File: config.mk
export PLATFORM = sky130hd
export DESIGN_NAME = paged_translation_lru_core
export DESIGN_NICKNAME = d
export VERILOG_FILES = /design/src/ptl_pkg.sv /design/src/ptl_ram.sv /design/src/ptl_ctrl.sv /design/src/ptl_out.sv /design/src/paged_translation_lru_core.sv
export SDC_FILE = /design/constraint.sdc
export NUM_CORES = 1
export LEC_CHECK = 0
export BUFFER_PORTS_ARGS = -buffer_cell sky130_fd_sc_hd__buf_4
export CORE_MARGIN = 2
export CORE_UTILIZATION = 45
export CTS_CLUSTER_DIAMETER = 50
export DETAILED_ROUTE_END_ITERATION = 12
export PLACE_DENSITY_LB_ADDON = 0.25
export SETUP_SLACK_MARGIN = 0.5
export SYNTH_ARGS = -nofsm -noshare
export SYNTH_HDL_FRONTEND = slang
export SYNTH_SLANG_ARGS = --single-unit
File: constraint.sdc
create_clock -name i_clk -period 8.5 [get_ports i_clk]
set_input_delay 1.275 -clock i_clk [delete_from_list [all_inputs] [get_ports i_clk]]
set_output_delay 1.275 -clock i_clk [all_outputs]
set_load 0.02 [all_outputs]
File: src/ptl_pkg.sv
// Shared types, codes and default constants of the paged translation core.
package ptl_pkg;

    // Defaults of the top-level parameters.
    localparam int PAGE_COUNT_DEF  = 16;
    localparam int OFFSET_BITS_DEF = 10;
    localparam int FRAME_BITS_DEF  = 8;

    // Fixed field widths.
    localparam int CNT_W     = 5;   // frame_count register
    localparam int CFG_IDX_W = 2;   // configuration register index
    localparam int TOTAL_W   = 32;  // running totals

    // Reset values of the frame pool registers.
    localparam int FRAME_BASE_RST  = 32;
    localparam int FRAME_COUNT_RST = 16;

    typedef enum logic [CFG_IDX_W-1:0] {
        CFG_VALID_MASK    = 2'd0,
        CFG_WRITABLE_MASK = 2'd1,
        CFG_FRAME_BASE    = 2'd2,
        CFG_FRAME_COUNT   = 2'd3
    } t_cfg_reg;

    typedef enum logic [1:0] {
        ST_OK       = 2'd0,
        ST_INVALID  = 2'd1,
        ST_READONLY = 2'd2
    } t_status;

    // Per-result flags handed from the table walker to the output stage.
    typedef struct packed {
        t_status status;
        logic    fault;
        logic    wb;
        logic    is_write;
    } t_flags;

endpackage

File: src/ptl_ram.sv
// Generic simple dual-port RAM with one write port and a registered read port.
module ptl_ram #(
    parameter int WIDTH = 8,
    parameter int DEPTH = 16,
    localparam int AW   = (DEPTH > 1) ? $clog2(DEPTH) : 1
) (
    input  logic             i_clk,
    input  logic             i_we,
    input  logic [AW-1:0]    i_waddr,
    input  logic [WIDTH-1:0] i_wdata,
    input  logic [AW-1:0]    i_raddr,
    output logic [WIDTH-1:0] o_rdata
);

    logic [WIDTH-1:0] r_mem [DEPTH];
    logic [WIDTH-1:0] r_rdata;

    always_ff @(posedge i_clk) begin
        if (i_we) begin
            r_mem[i_waddr] <= i_wdata;
        end
        r_rdata <= r_mem[i_raddr];
    end

    assign o_rdata = r_rdata;

endmodule

File: src/ptl_ctrl.sv
// Page table walker: lookup, LRU victim scan, recency update and entry write-back.
module ptl_ctrl import ptl_pkg::*; #(
    parameter int PAGE_COUNT  = PAGE_COUNT_DEF,
    parameter int OFFSET_BITS = OFFSET_BITS_DEF,
    parameter int FRAME_BITS  = FRAME_BITS_DEF,
    localparam int PAGE_BITS  = $clog2(PAGE_COUNT),
    localparam int VA_W       = OFFSET_BITS + PAGE_BITS,
    localparam int PHYS_W     = FRAME_BITS + OFFSET_BITS,
    localparam int ENT_W      = 1 + FRAME_BITS + PAGE_BITS
) (
    input  logic                   i_clk,
    input  logic                   i_rst_n,
    // configuration
    input  logic [PAGE_COUNT-1:0]  i_valid_mask,
    input  logic [PAGE_COUNT-1:0]  i_writable_mask,
    input  logic [FRAME_BITS-1:0]  i_frame_base,
    input  logic [CNT_W-1:0]       i_frame_count,
    // reference in
    input  logic                   i_in_valid,
    output logic                   o_in_ready,
    input  logic                   i_opcode,
    input  logic [VA_W-1:0]        i_vaddr,
    // result out
    output logic                   o_res_valid,
    input  logic                   i_res_ready,
    output t_flags                 o_flags,
    output logic [PAGE_BITS-1:0]   o_page,
    output logic [OFFSET_BITS-1:0] o_offset,
    output logic [PHYS_W-1:0]      o_phys,
    // page table RAM
    output logic                   o_ram_we,
    output logic [PAGE_BITS-1:0]   o_ram_waddr,
    output logic [ENT_W-1:0]       o_ram_wdata,
    output logic [PAGE_BITS-1:0]   o_ram_raddr,
    input  logic [ENT_W-1:0]       i_ram_rdata
);

    localparam int HAND_W = $clog2(PAGE_COUNT + 1);
    localparam int CMP_W  = (HAND_W > CNT_W) ? HAND_W : CNT_W;
    localparam int SUM_W  = (HAND_W > FRAME_BITS) ? HAND_W : FRAME_BITS;
    localparam logic [PAGE_BITS-1:0] LAST = PAGE_BITS'(PAGE_COUNT - 1);

    typedef struct packed {
        logic                  modified;
        logic [FRAME_BITS-1:0] frame;
        logic [PAGE_BITS-1:0]  rank;
    } t_entry;

    typedef enum logic [2:0] {
        S_IDLE, S_LOOK, S_SCAN, S_EVICT, S_TOUCH, S_FINAL, S_DONE
    } t_state;

    t_state                  r_state;
    t_flags                  r_flags;
    logic                    r_is_write;
    logic [PAGE_BITS-1:0]    r_page;
    logic [OFFSET_BITS-1:0]  r_offset;
    logic [PHYS_W-1:0]       r_phys;
    logic                    r_was_present;
    logic                    r_old_mod;
    logic [PAGE_BITS-1:0]    r_old_rank;
    logic [FRAME_BITS-1:0]   r_frame;
    logic [PAGE_BITS-1:0]    r_idx;
    logic                    r_found;
    logic [PAGE_BITS-1:0]    r_best_idx;
    logic [PAGE_BITS-1:0]    r_best_rank;
    logic [FRAME_BITS-1:0]   r_best_frame;
    logic                    r_best_mod;
    logic [PAGE_COUNT-1:0]   r_present;
    logic [HAND_W-1:0]       r_handed;

    t_entry                  rd_ent;
    t_entry                  wr_ent;
    logic [PAGE_BITS-1:0]    vpn;
    logic [PAGE_BITS-1:0]    in_page;
    t_status                 in_status;
    logic [CNT_W-1:0]        pool;
    logic                    pool_avail;
    logic [SUM_W-1:0]        frame_sum;
    logic [PAGE_BITS-1:0]    idx_next;

    assign rd_ent = t_entry'(i_ram_rdata);

    // Page select: the address page field reduced modulo the table size.
    assign vpn     = i_vaddr[VA_W-1:OFFSET_BITS];
    assign in_page = ({1'b0, vpn} >= (PAGE_BITS+1)'(PAGE_COUNT))
                   ? vpn - PAGE_BITS'(PAGE_COUNT) : vpn;

    always_comb begin
        if (!i_valid_mask[in_page]) begin
            in_status = ST_INVALID;
        end else if (i_opcode && !i_writable_mask[in_page]) begin
            in_status = ST_READONLY;
        end else begin
            in_status = ST_OK;
        end
    end

    // Free-frame pool: a zero count behaves as one frame.
    assign pool       = (i_frame_count == '0) ? CNT_W'(1) : i_frame_count;
    assign pool_avail = (CMP_W'(r_handed) < CMP_W'(pool))
                     && (r_handed < HAND_W'(PAGE_COUNT));
    assign frame_sum  = SUM_W'(i_frame_base) + SUM_W'(r_handed);

    assign idx_next = (r_idx == LAST) ? '0 : r_idx + 1'b1;

    // RAM address and write control.
    always_comb begin
        o_ram_we    = 1'b0;
        o_ram_waddr = r_idx;
        wr_ent      = rd_ent;
        wr_ent.rank = rd_ent.rank + 1'b1;
        o_ram_raddr = '0;
        case (r_state)
            S_IDLE: begin
                o_ram_raddr = in_page;
            end
            S_SCAN: begin
                o_ram_raddr = idx_next;
            end
            S_TOUCH: begin
                o_ram_raddr = idx_next;
                // Age resident pages more recent than the touched one, or all of them if it was absent.
                o_ram_we = r_present[r_idx] && (r_idx != r_page)
                        && (!r_was_present || rd_ent.rank < r_old_rank);
            end
            S_FINAL: begin
                o_ram_we        = 1'b1;
                o_ram_waddr     = r_page;
                wr_ent.modified = (r_was_present & r_old_mod) | r_is_write;
                wr_ent.frame    = r_frame;
                wr_ent.rank     = '0;
            end
            default: begin
                o_ram_raddr = '0;
            end
        endcase
    end

    assign o_ram_wdata = ENT_W'(wr_ent);

    always_ff @(posedge i_clk) begin
        if (!i_rst_n) begin
            r_state   <= S_IDLE;
            r_present <= '0;
            r_handed  <= '0;
            r_idx     <= '0;
            r_found   <= 1'b0;
        end else begin
            case (r_state)
                S_IDLE: begin
                    if (i_in_valid) begin
                        r_is_write <= i_opcode;
                        r_page     <= in_page;
                        r_offset   <= i_vaddr[OFFSET_BITS-1:0];
                        r_phys     <= '0;
                        r_flags    <= '{status: in_status, fault: 1'b0, wb: 1'b0,
                                        is_write: i_opcode};
                        r_state    <= (in_status == ST_OK) ? S_LOOK : S_DONE;
                    end
                end
                S_LOOK: begin
                    r_was_present <= r_present[r_page];
                    r_old_mod     <= rd_ent.modified;
                    r_old_rank    <= rd_ent.rank;
                    r_idx         <= '0;
                    r_found       <= 1'b0;
                    if (r_present[r_page]) begin
                        r_frame <= rd_ent.frame;
                        r_state <= S_TOUCH;
                    end else begin
                        r_flags.fault <= 1'b1;
                        if (pool_avail) begin
                            r_frame  <= frame_sum[FRAME_BITS-1:0];
                            r_handed <= r_handed + 1'b1;
                            r_state  <= S_TOUCH;
                        end else begin
                            r_state <= S_SCAN;
                        end
                    end
                end
                S_SCAN: begin
                    if (r_present[r_idx] && (!r_found || rd_ent.rank > r_best_rank)) begin
                        r_found      <= 1'b1;
                        r_best_idx   <= r_idx;
                        r_best_rank  <= rd_ent.rank;
                        r_best_frame <= rd_ent.frame;
                        r_best_mod   <= rd_ent.modified;
                    end
                    r_idx <= idx_next;
                    if (r_idx == LAST) begin
                        r_state <= S_EVICT;
                    end
                end
                S_EVICT: begin
                    if (r_found) begin
                        r_flags.wb             <= r_best_mod;
                        r_frame                <= r_best_frame;
                        r_present[r_best_idx]  <= 1'b0;
                    end else begin
                        r_frame <= i_frame_base;
                    end
                    r_idx   <= '0;
                    r_state <= S_TOUCH;
                end
                S_TOUCH: begin
                    r_idx <= idx_next;
                    if (r_idx == LAST) begin
                        r_state <= S_FINAL;
                    end
                end
                S_FINAL: begin
                    r_present[r_page] <= 1'b1;
                    r_phys            <= {r_frame, r_offset};
                    r_state           <= S_DONE;
                end
                S_DONE: begin
                    if (i_res_ready) begin
                        r_state <= S_IDLE;
                    end
                end
                default: begin
                    r_state <= S_IDLE;
                end
            endcase
        end
    end

    assign o_in_ready  = (r_state == S_IDLE);
    assign o_res_valid = (r_state == S_DONE);
    assign o_flags     = r_flags;
    assign o_page      = r_page;
    assign o_offset    = r_offset;
    assign o_phys      = r_phys;

    // Between references every handed-out frame backs exactly one resident page.
    a_resident_count: assert property (@(posedge i_clk) disable iff (!i_rst_n)
        (r_state == S_IDLE) |-> ($countones(r_present) == int'(r_handed)))
        else $error("resident page count differs from frames handed out");

    a_hand_limit: assert property (@(posedge i_clk) disable iff (!i_rst_n)
        r_handed <= HAND_W'(PAGE_COUNT))
        else $error("more frames handed out than pages");

    a_idle_no_write: assert property (@(posedge i_clk) disable iff (!i_rst_n)
        (r_state == S_IDLE || r_state == S_DONE) |-> !o_ram_we)
        else $error("page table written outside a walk");

    a_scan_only_full: assert property (@(posedge i_clk) disable iff (!i_rst_n)
        (r_state == S_LOOK) ##1 (r_state == S_SCAN) |-> ($past(r_handed) != '0))
        else $error("victim scan started with an empty table");

    a_accept_leaves_idle: assert property (@(posedge i_clk) disable iff (!i_rst_n)
        (i_in_valid && o_in_ready) |=> (r_state != S_IDLE))
        else $error("accepted reference did not start processing");

endmodule

File: src/ptl_out.sv
// Output stage: saturating running totals and the result word register.
module ptl_out import ptl_pkg::*; #(
    parameter int PAGE_BITS   = 4,
    parameter int OFFSET_BITS = OFFSET_BITS_DEF,
    parameter int PHYS_W      = 18,
    parameter int DATA_W      = 168
) (
    input  logic                   i_clk,
    input  logic                   i_rst_n,
    input  logic                   i_push,
    output logic                   o_ready,
    input  t_flags                 i_flags,
    input  logic [PAGE_BITS-1:0]   i_page,
    input  logic [OFFSET_BITS-1:0] i_offset,
    input  logic [PHYS_W-1:0]      i_phys,
    output logic                   o_tvalid,
    input  logic                   i_tready,
    output logic [DATA_W-1:0]      o_tdata
);

    localparam int USED_W = 2 + PAGE_BITS + OFFSET_BITS + 2 + PHYS_W + 4 * TOTAL_W;
    localparam logic [TOTAL_W-1:0] SAT = '1;

    logic               r_tvalid;
    logic [DATA_W-1:0]  r_tdata;
    logic [TOTAL_W-1:0] r_read_total, r_write_total, r_fault_total, r_wb_total;
    logic [TOTAL_W-1:0] n_read_total, n_write_total, n_fault_total, n_wb_total;
    logic               ok;
    logic               take;

    assign o_ready = !r_tvalid || i_tready;
    assign take    = i_push && o_ready;
    assign ok      = (i_flags.status == ST_OK);

    always_comb begin
        n_read_total  = r_read_total;
        n_write_total = r_write_total;
        n_fault_total = r_fault_total;
        n_wb_total    = r_wb_total;
        if (ok && !i_flags.is_write && r_read_total != SAT) begin
            n_read_total = r_read_total + 1'b1;
        end
        if (ok && i_flags.is_write && r_write_total != SAT) begin
            n_write_total = r_write_total + 1'b1;
        end
        if (i_flags.fault && r_fault_total != SAT) begin
            n_fault_total = r_fault_total + 1'b1;
        end
        if (i_flags.wb && r_wb_total != SAT) begin
            n_wb_total = r_wb_total + 1'b1;
        end
    end

    always_ff @(posedge i_clk) begin
        if (!i_rst_n) begin
            r_tvalid      <= 1'b0;
            r_read_total  <= '0;
            r_write_total <= '0;
            r_fault_total <= '0;
            r_wb_total    <= '0;
        end else begin
            if (take) begin
                r_tvalid      <= 1'b1;
                r_read_total  <= n_read_total;
                r_write_total <= n_write_total;
                r_fault_total <= n_fault_total;
                r_wb_total    <= n_wb_total;
            end else if (i_tready) begin
                r_tvalid <= 1'b0;
            end
        end
    end

    // Payload register needs no reset.
    always_ff @(posedge i_clk) begin
        if (take) begin
            r_tdata <= DATA_W'({n_wb_total, n_fault_total, n_write_total, n_read_total,
                                i_phys, i_flags.wb, i_flags.fault, i_offset, i_page,
                                i_flags.status});
        end
    end

    assign o_tvalid = r_tvalid;
    assign o_tdata  = r_tdata;

    a_width_fits: assert property (@(posedge i_clk) disable iff (!i_rst_n)
        take |=> (USED_W <= DATA_W))
        else $error("result word narrower than its fields");

endmodule

File: src/paged_translation_lru_core.sv
// Paged address translation core with LRU replacement: top level.
//
// Each reference word carries an opcode (read or write) and a virtual address whose
// upper bits select one of PAGE_COUNT pages. Pages outside valid_mask, and writes
// to pages outside writable_mask, are rejected without any state change. A miss on a
// valid page faults: it takes the next frame of the pool frame_base.. of frame_count
// frames, or, once the pool is used, evicts the least recently used resident page and
// reuses its frame, flagging a write-back if that page was modified. Each result word
// carries status, page, offset, fault and write-back flags, the physical address and
// four saturating running totals. The page table (modified bit, frame, recency rank)
// lives in one RAM with a registered read; resident bits are flip-flops cleared by
// reset, so the RAM needs no clearing pass. One reference is processed at a time and
// the rate is set by sweeps over the page table RAM, one entry a cycle: a rejected
// reference goes straight to its result with no sweep, a hit or a fault served from
// the free pool takes one recency-update sweep, and a fault that evicts takes a
// victim scan sweep then the recency sweep. A finished result sits in the output
// register, so the next reference is accepted while the previous result waits to be
// taken. Configuration is written through i_cfg_we / i_cfg_addr / i_cfg_wdata; the
// user must write it only while idle, as the block itself does not enforce this.
module paged_translation_lru_core import ptl_pkg::*; #(
    parameter int PAGE_COUNT  = PAGE_COUNT_DEF,
    parameter int OFFSET_BITS = OFFSET_BITS_DEF,
    parameter int FRAME_BITS  = FRAME_BITS_DEF,
    localparam int PAGE_BITS  = $clog2(PAGE_COUNT),
    localparam int VA_W       = OFFSET_BITS + PAGE_BITS,
    localparam int PHYS_W     = FRAME_BITS + OFFSET_BITS,
    localparam int IN_W       = ((VA_W + 7) / 8) * 8,
    localparam int OUT_USED   = 2 + PAGE_BITS + OFFSET_BITS + 2 + PHYS_W + 4 * TOTAL_W,
    localparam int OUT_W      = ((OUT_USED + 7) / 8) * 8,
    localparam int CFG_W0     = (PAGE_COUNT > FRAME_BITS) ? PAGE_COUNT : FRAME_BITS,
    localparam int CFG_W      = (CFG_W0 > CNT_W) ? CFG_W0 : CNT_W
) (
    input  logic                 i_clk,
    input  logic                 i_rst_n,
    // configuration write port
    input  logic                 i_cfg_we,
    input  logic [CFG_IDX_W-1:0] i_cfg_addr,
    input  logic [CFG_W-1:0]     i_cfg_wdata,
    // reference stream
    input  logic                 s_axis_tvalid,
    output logic                 s_axis_tready,
    input  logic [IN_W-1:0]      s_axis_tdata,  // virtual_address, zero pad
    input  logic [0:0]           s_axis_tuser,  // opcode
    // result stream
    output logic                 m_axis_tvalid,
    input  logic                 m_axis_tready,
    // status, page_number, page_offset, page_fault, write_back, physical_address,
    // read_total, write_total, fault_total, writeback_total, zero pad
    output logic [OUT_W-1:0]     m_axis_tdata
);

    localparam int ENT_W = 1 + FRAME_BITS + PAGE_BITS;

    // Configuration registers.
    logic [PAGE_COUNT-1:0] r_valid_mask;
    logic [PAGE_COUNT-1:0] r_writable_mask;
    logic [FRAME_BITS-1:0] r_frame_base;
    logic [CNT_W-1:0]      r_frame_count;

    always_ff @(posedge i_clk) begin
        if (!i_rst_n) begin
            r_valid_mask    <= '0;
            r_writable_mask <= '0;
            r_frame_base    <= FRAME_BITS'(FRAME_BASE_RST);
            r_frame_count   <= CNT_W'(FRAME_COUNT_RST);
        end else if (i_cfg_we) begin
            case (t_cfg_reg'(i_cfg_addr))
                CFG_VALID_MASK:    r_valid_mask    <= i_cfg_wdata[PAGE_COUNT-1:0];
                CFG_WRITABLE_MASK: r_writable_mask <= i_cfg_wdata[PAGE_COUNT-1:0];
                CFG_FRAME_BASE:    r_frame_base    <= i_cfg_wdata[FRAME_BITS-1:0];
                CFG_FRAME_COUNT:   r_frame_count   <= i_cfg_wdata[CNT_W-1:0];
                default: begin
                    r_frame_count <= r_frame_count;
                end
            endcase
        end
    end

    // Walker to output stage.
    logic                   res_valid;
    logic                   res_ready;
    t_flags                 res_flags;
    logic [PAGE_BITS-1:0]   res_page;
    logic [OFFSET_BITS-1:0] res_offset;
    logic [PHYS_W-1:0]      res_phys;

    // Page table RAM.
    logic                   ram_we;
    logic [PAGE_BITS-1:0]   ram_waddr;
    logic [ENT_W-1:0]       ram_wdata;
    logic [PAGE_BITS-1:0]   ram_raddr;
    logic [ENT_W-1:0]       ram_rdata;

    ptl_ram #(
        .WIDTH (ENT_W),
        .DEPTH (PAGE_COUNT)
    ) u_table (
        .i_clk   (i_clk),
        .i_we    (ram_we),
        .i_waddr (ram_waddr),
        .i_wdata (ram_wdata),
        .i_raddr (ram_raddr),
        .o_rdata (ram_rdata)
    );

    ptl_ctrl #(
        .PAGE_COUNT  (PAGE_COUNT),
        .OFFSET_BITS (OFFSET_BITS),
        .FRAME_BITS  (FRAME_BITS)
    ) u_ctrl (
        .i_clk           (i_clk),
        .i_rst_n         (i_rst_n),
        .i_valid_mask    (r_valid_mask),
        .i_writable_mask (r_writable_mask),
        .i_frame_base    (r_frame_base),
        .i_frame_count   (r_frame_count),
        .i_in_valid      (s_axis_tvalid),
        .o_in_ready      (s_axis_tready),
        .i_opcode        (s_axis_tuser[0]),
        .i_vaddr         (s_axis_tdata[VA_W-1:0]),
        .o_res_valid     (res_valid),
        .i_res_ready     (res_ready),
        .o_flags         (res_flags),
        .o_page          (res_page),
        .o_offset        (res_offset),
        .o_phys          (res_phys),
        .o_ram_we        (ram_we),
        .o_ram_waddr     (ram_waddr),
        .o_ram_wdata     (ram_wdata),
        .o_ram_raddr     (ram_raddr),
        .i_ram_rdata     (ram_rdata)
    );

    ptl_out #(
        .PAGE_BITS   (PAGE_BITS),
        .OFFSET_BITS (OFFSET_BITS),
        .PHYS_W      (PHYS_W),
        .DATA_W      (OUT_W)
    ) u_out (
        .i_clk    (i_clk),
        .i_rst_n  (i_rst_n),
        .i_push   (res_valid),
        .o_ready  (res_ready),
        .i_flags  (res_flags),
        .i_page   (res_page),
        .i_offset (res_offset),
        .i_phys   (res_phys),
        .o_tvalid (m_axis_tvalid),
        .i_tready (m_axis_tready),
        .o_tdata  (m_axis_tdata)
    );

endmodule

==> impl_metrics.toml <==
[status]
outcome = "complete, no violations"

[synth]
synth_top_family_by_area = "simple AND/OR/NAND/NOR gates"
ys_seq_area_frac = 0.619
ys.flop_type = "edfxtp_1"
synth_area_um2 = 28300
post_synth.cell_area_avg_um2 = 11.6
synthMuxAreaShare = 0.0345
yosysWarningCount = 0
synth_area_leaders = "edfxtp_1, dfxtp_1, nand2_1"
postSynthCellCount = 2452
synth_top_cell_area_share = 0.466
synth_area_leader_cell = "edfxtp_1"
synthAdderAreaFrac = 0.0109
ys_ff_latch = 656
async_reset_ff_frac = 0
synth-edff-count = 440
synth-simple-area-share = 0.164
synthXorXnorAreaFrac = 0.0720
synth_compound_area_frac = 0.0757
synth.distinct_cells = 82

[die]
core-area_um2 = 62600
die_h_um = 255
dieArea_um2 = 65000
die_w_um = 255
start_util = 0.453
row_count = 92
ios = 210

[global_routing]
grt_pass1_vias = 18300
antenna_found_initial = 3
grt_usage = 0.195
overflow = 0
grt_pass1_wl_um = 99400
grt_max_degree = 98

[clocking]
cts.sink_count = 656
clk_pin_slew_ns = 0.06
cts_inserted_buffers = 77
cts_setup_buffers = 0
clk_path_buf_depth = 3
h-tree-depth = 3
clockRootBuffer = "clkbuf_16"
cts_resized = 0
cts_hold_buf = 0
cts_tree = "done"
clock_latency_ns = 0.62

[power]
leakage_uw = 0.0120
peakVddDrop_mv = 0.196
powerDensity_nw_per_um2 = 233

[route]
dr.pass1.iters = 5
drc_errors = 0
ant_nets = 0
wl_um = 64200
vias = 19200
wire_per_inst_um = 18.2
drt_iter0_markers = 1517
vias_per_cell = 5.43

[setup_path]
arrival_ns = 4.69
critical-path-slowest-cell = "nor2_2"
critPathBufInv = 0
cpPeakStageDelay_ns = 0.98
start_kind = "flop"
worstSetupPathType = "flop to flop"
cp.depth = 5
crit_required_ns = 8.71
critPathTopFamily = "simple AND/OR/NAND/NOR gates"
crit_chain = "and2b_1 -> nand2_1 -> nor3_1 -> a31oi_1 -> nor2_2"
critPathMaxFanout = 23
worstSetupEndpointType = "flop"
rr_worst_depth = 5

[placement]
port_buffers = 203
dp_hpwl_um = 41000
place.gp.congestion = 0.828

[timing]
finalSetupTns_ns = 0
min_period_over_period = 0.526
post-route-min-period_ns = 4.47
hold_viol = 0
setup-violations-final = 0
rsz0062_at_grt = "false"
finClkSkew_ns = 0.0289
drv_slew = 0
worst_slew_pin_slew_ns = 1.16
fmax_mhz = 224
relSlewSlack = 0.223

[finish]
area_growth_pct = 17.0
final_nets = 2692
final_cell_mix = "edfxtp_1, nand2_1, buf_4, dfxtp_1, nor2_1"
final_layout_size_suffix_gt1_frac = 0.158
layout_commonest_cell = "edfxtp_1"
utilization = 0.530

[hold_path]
hold_depth = 0
min_path_type = "flop to flop"

[job]
max-cap-violations = 0
==> power by group <==
part	total (uW)	internal [uW]	leakage [uW]	switching [uW]
combinational	741	240	0.00476	501
clock	3260	1940	0.00125	1320
sequential	3720	3640	0.00594	82.4
total	7720	5820	0.0120	1900
==> state kept, by name, summed over array words and instances, names as in the netlist, 8 cells and up <==
register and flops:
r_frame_base 8, r_valid_mask 16, r_writable_mask 16, u_ctrl.o_offset 10
u_ctrl.o_phys 18, u_ctrl.r_best_frame 8, u_ctrl.r_frame 8, u_ctrl.r_present 16
u_out.o_tdata 164, u_out.r_fault_total 32, u_out.r_read_total 32, u_out.r_wb_total 32
u_out.r_write_total 32, u_table.o_rdata 13, u_table.r_mem 208
==> per-layer routing <==
layer,track usage,part of all wire
met5,0,0.00017
met1,0.263,0.44
met4,0.0710,0.027
met2,0.317,0.47
met3,0.0333,0.059
==> path summary, 6_finish.rpt <==
path | startpoint | end | slack [ns]
hold reg to reg | u_ctrl.o_phys[6] | u_out.o_tdata[24] | 0.41
setup / recovery | u_ctrl.r_state[2] | u_table.r_mem[4][1] | 4.03
hold / removal | u_ctrl.o_phys[6] | u_out.o_tdata[24] | 0.41
setup reg to reg | u_ctrl.r_state[2] | u_table.r_mem[4][1] | 4.03
==> cells in the mapped netlist (3+ instances only) <==
| master | number |
|---|---|
| a211oi_1 | 46 |
| a21boi_0 | 3 |
| a21o_1 | 11 |
| a21oi_1 | 103 |
| a221o_1 | 12 |
| a22oi_1 | 4 |
| a31oi_1 | 32 |
| and2_0 | 19 |
| and2_1 | 40 |
| and3_1 | 63 |
| and4_1 | 10 |
| buf_1 | 7 |
| buf_2 | 30 |
| buf_4 | 9 |
| clkbuf_1 | 82 |
| dfxtp_1 | 216 |
| edfxtp_1 | 440 |
| ha_1 | 23 |
| inv_1 | 29 |
| mux2_2 | 17 |
| mux2i_1 | 38 |
| mux4_2 | 18 |
| nand2_1 | 357 |
| nand2b_1 | 7 |
| nand3_1 | 76 |
| nand4_1 | 43 |
| nor2_1 | 212 |
| nor2b_1 | 16 |
| nor3_1 | 44 |
| nor3_2 | 4 |
| nor3b_1 | 4 |
| nor4_1 | 13 |
| nor4_4 | 3 |
| o211ai_1 | 11 |
| o21a_1 | 6 |
| o21ai_0 | 60 |
| o31ai_1 | 6 |
| o32ai_1 | 12 |
| o41ai_1 | 3 |
| or2_2 | 7 |
| or3_1 | 30 |
| or4_1 | 5 |
| xnor2_1 | 128 |
| xor2_1 | 105 |
==> final cells by class <==
class / count / area [um2]
fill: 5494 / 29500
sequential: 656 / 17500
multi-input combinational: 1639 / 10200
clock buffer: 106 / 2170
timing repair buffer: 223 / 1670
tap: 846 / 1060
clock inverter: 36 / 375
inverter: 31 / 124
antenna: 2 / 5.00
==> stage by stage <==
step | setup WS, ns | hold WS [ns] | cell area (um2) | std cells | power, uW
2_1_floorplan | 0.729 | 0.400 | 28400 | 2455 | 4280
5_1_grt | 3.79 | 0.425 | 33200 | 3539 | 8010
3_5_place_dp | 4.03 | 0.405 | 30600 | 3395 | 4530
3_3_place_gp | 4.12 | 0.402 | 30600 | 3395 | 4490
4_1_cts | 4.08 | 0.413 | 33200 | 3537 | 7800
6_report | 4.03 | 0.409 | 33200 | 3539 | 7720
==> cell families after synthesis <==
group                      after synthesis
AOI/OAI and AO/OA                      332
xor gates and xnor gates               233
adders and majority gates               24
buffers and inverters                  160
DFF                                    656
muxes                                   73
other                                    1
and+or+nand+nor                        973
Power figures use the tool's default switching activity.
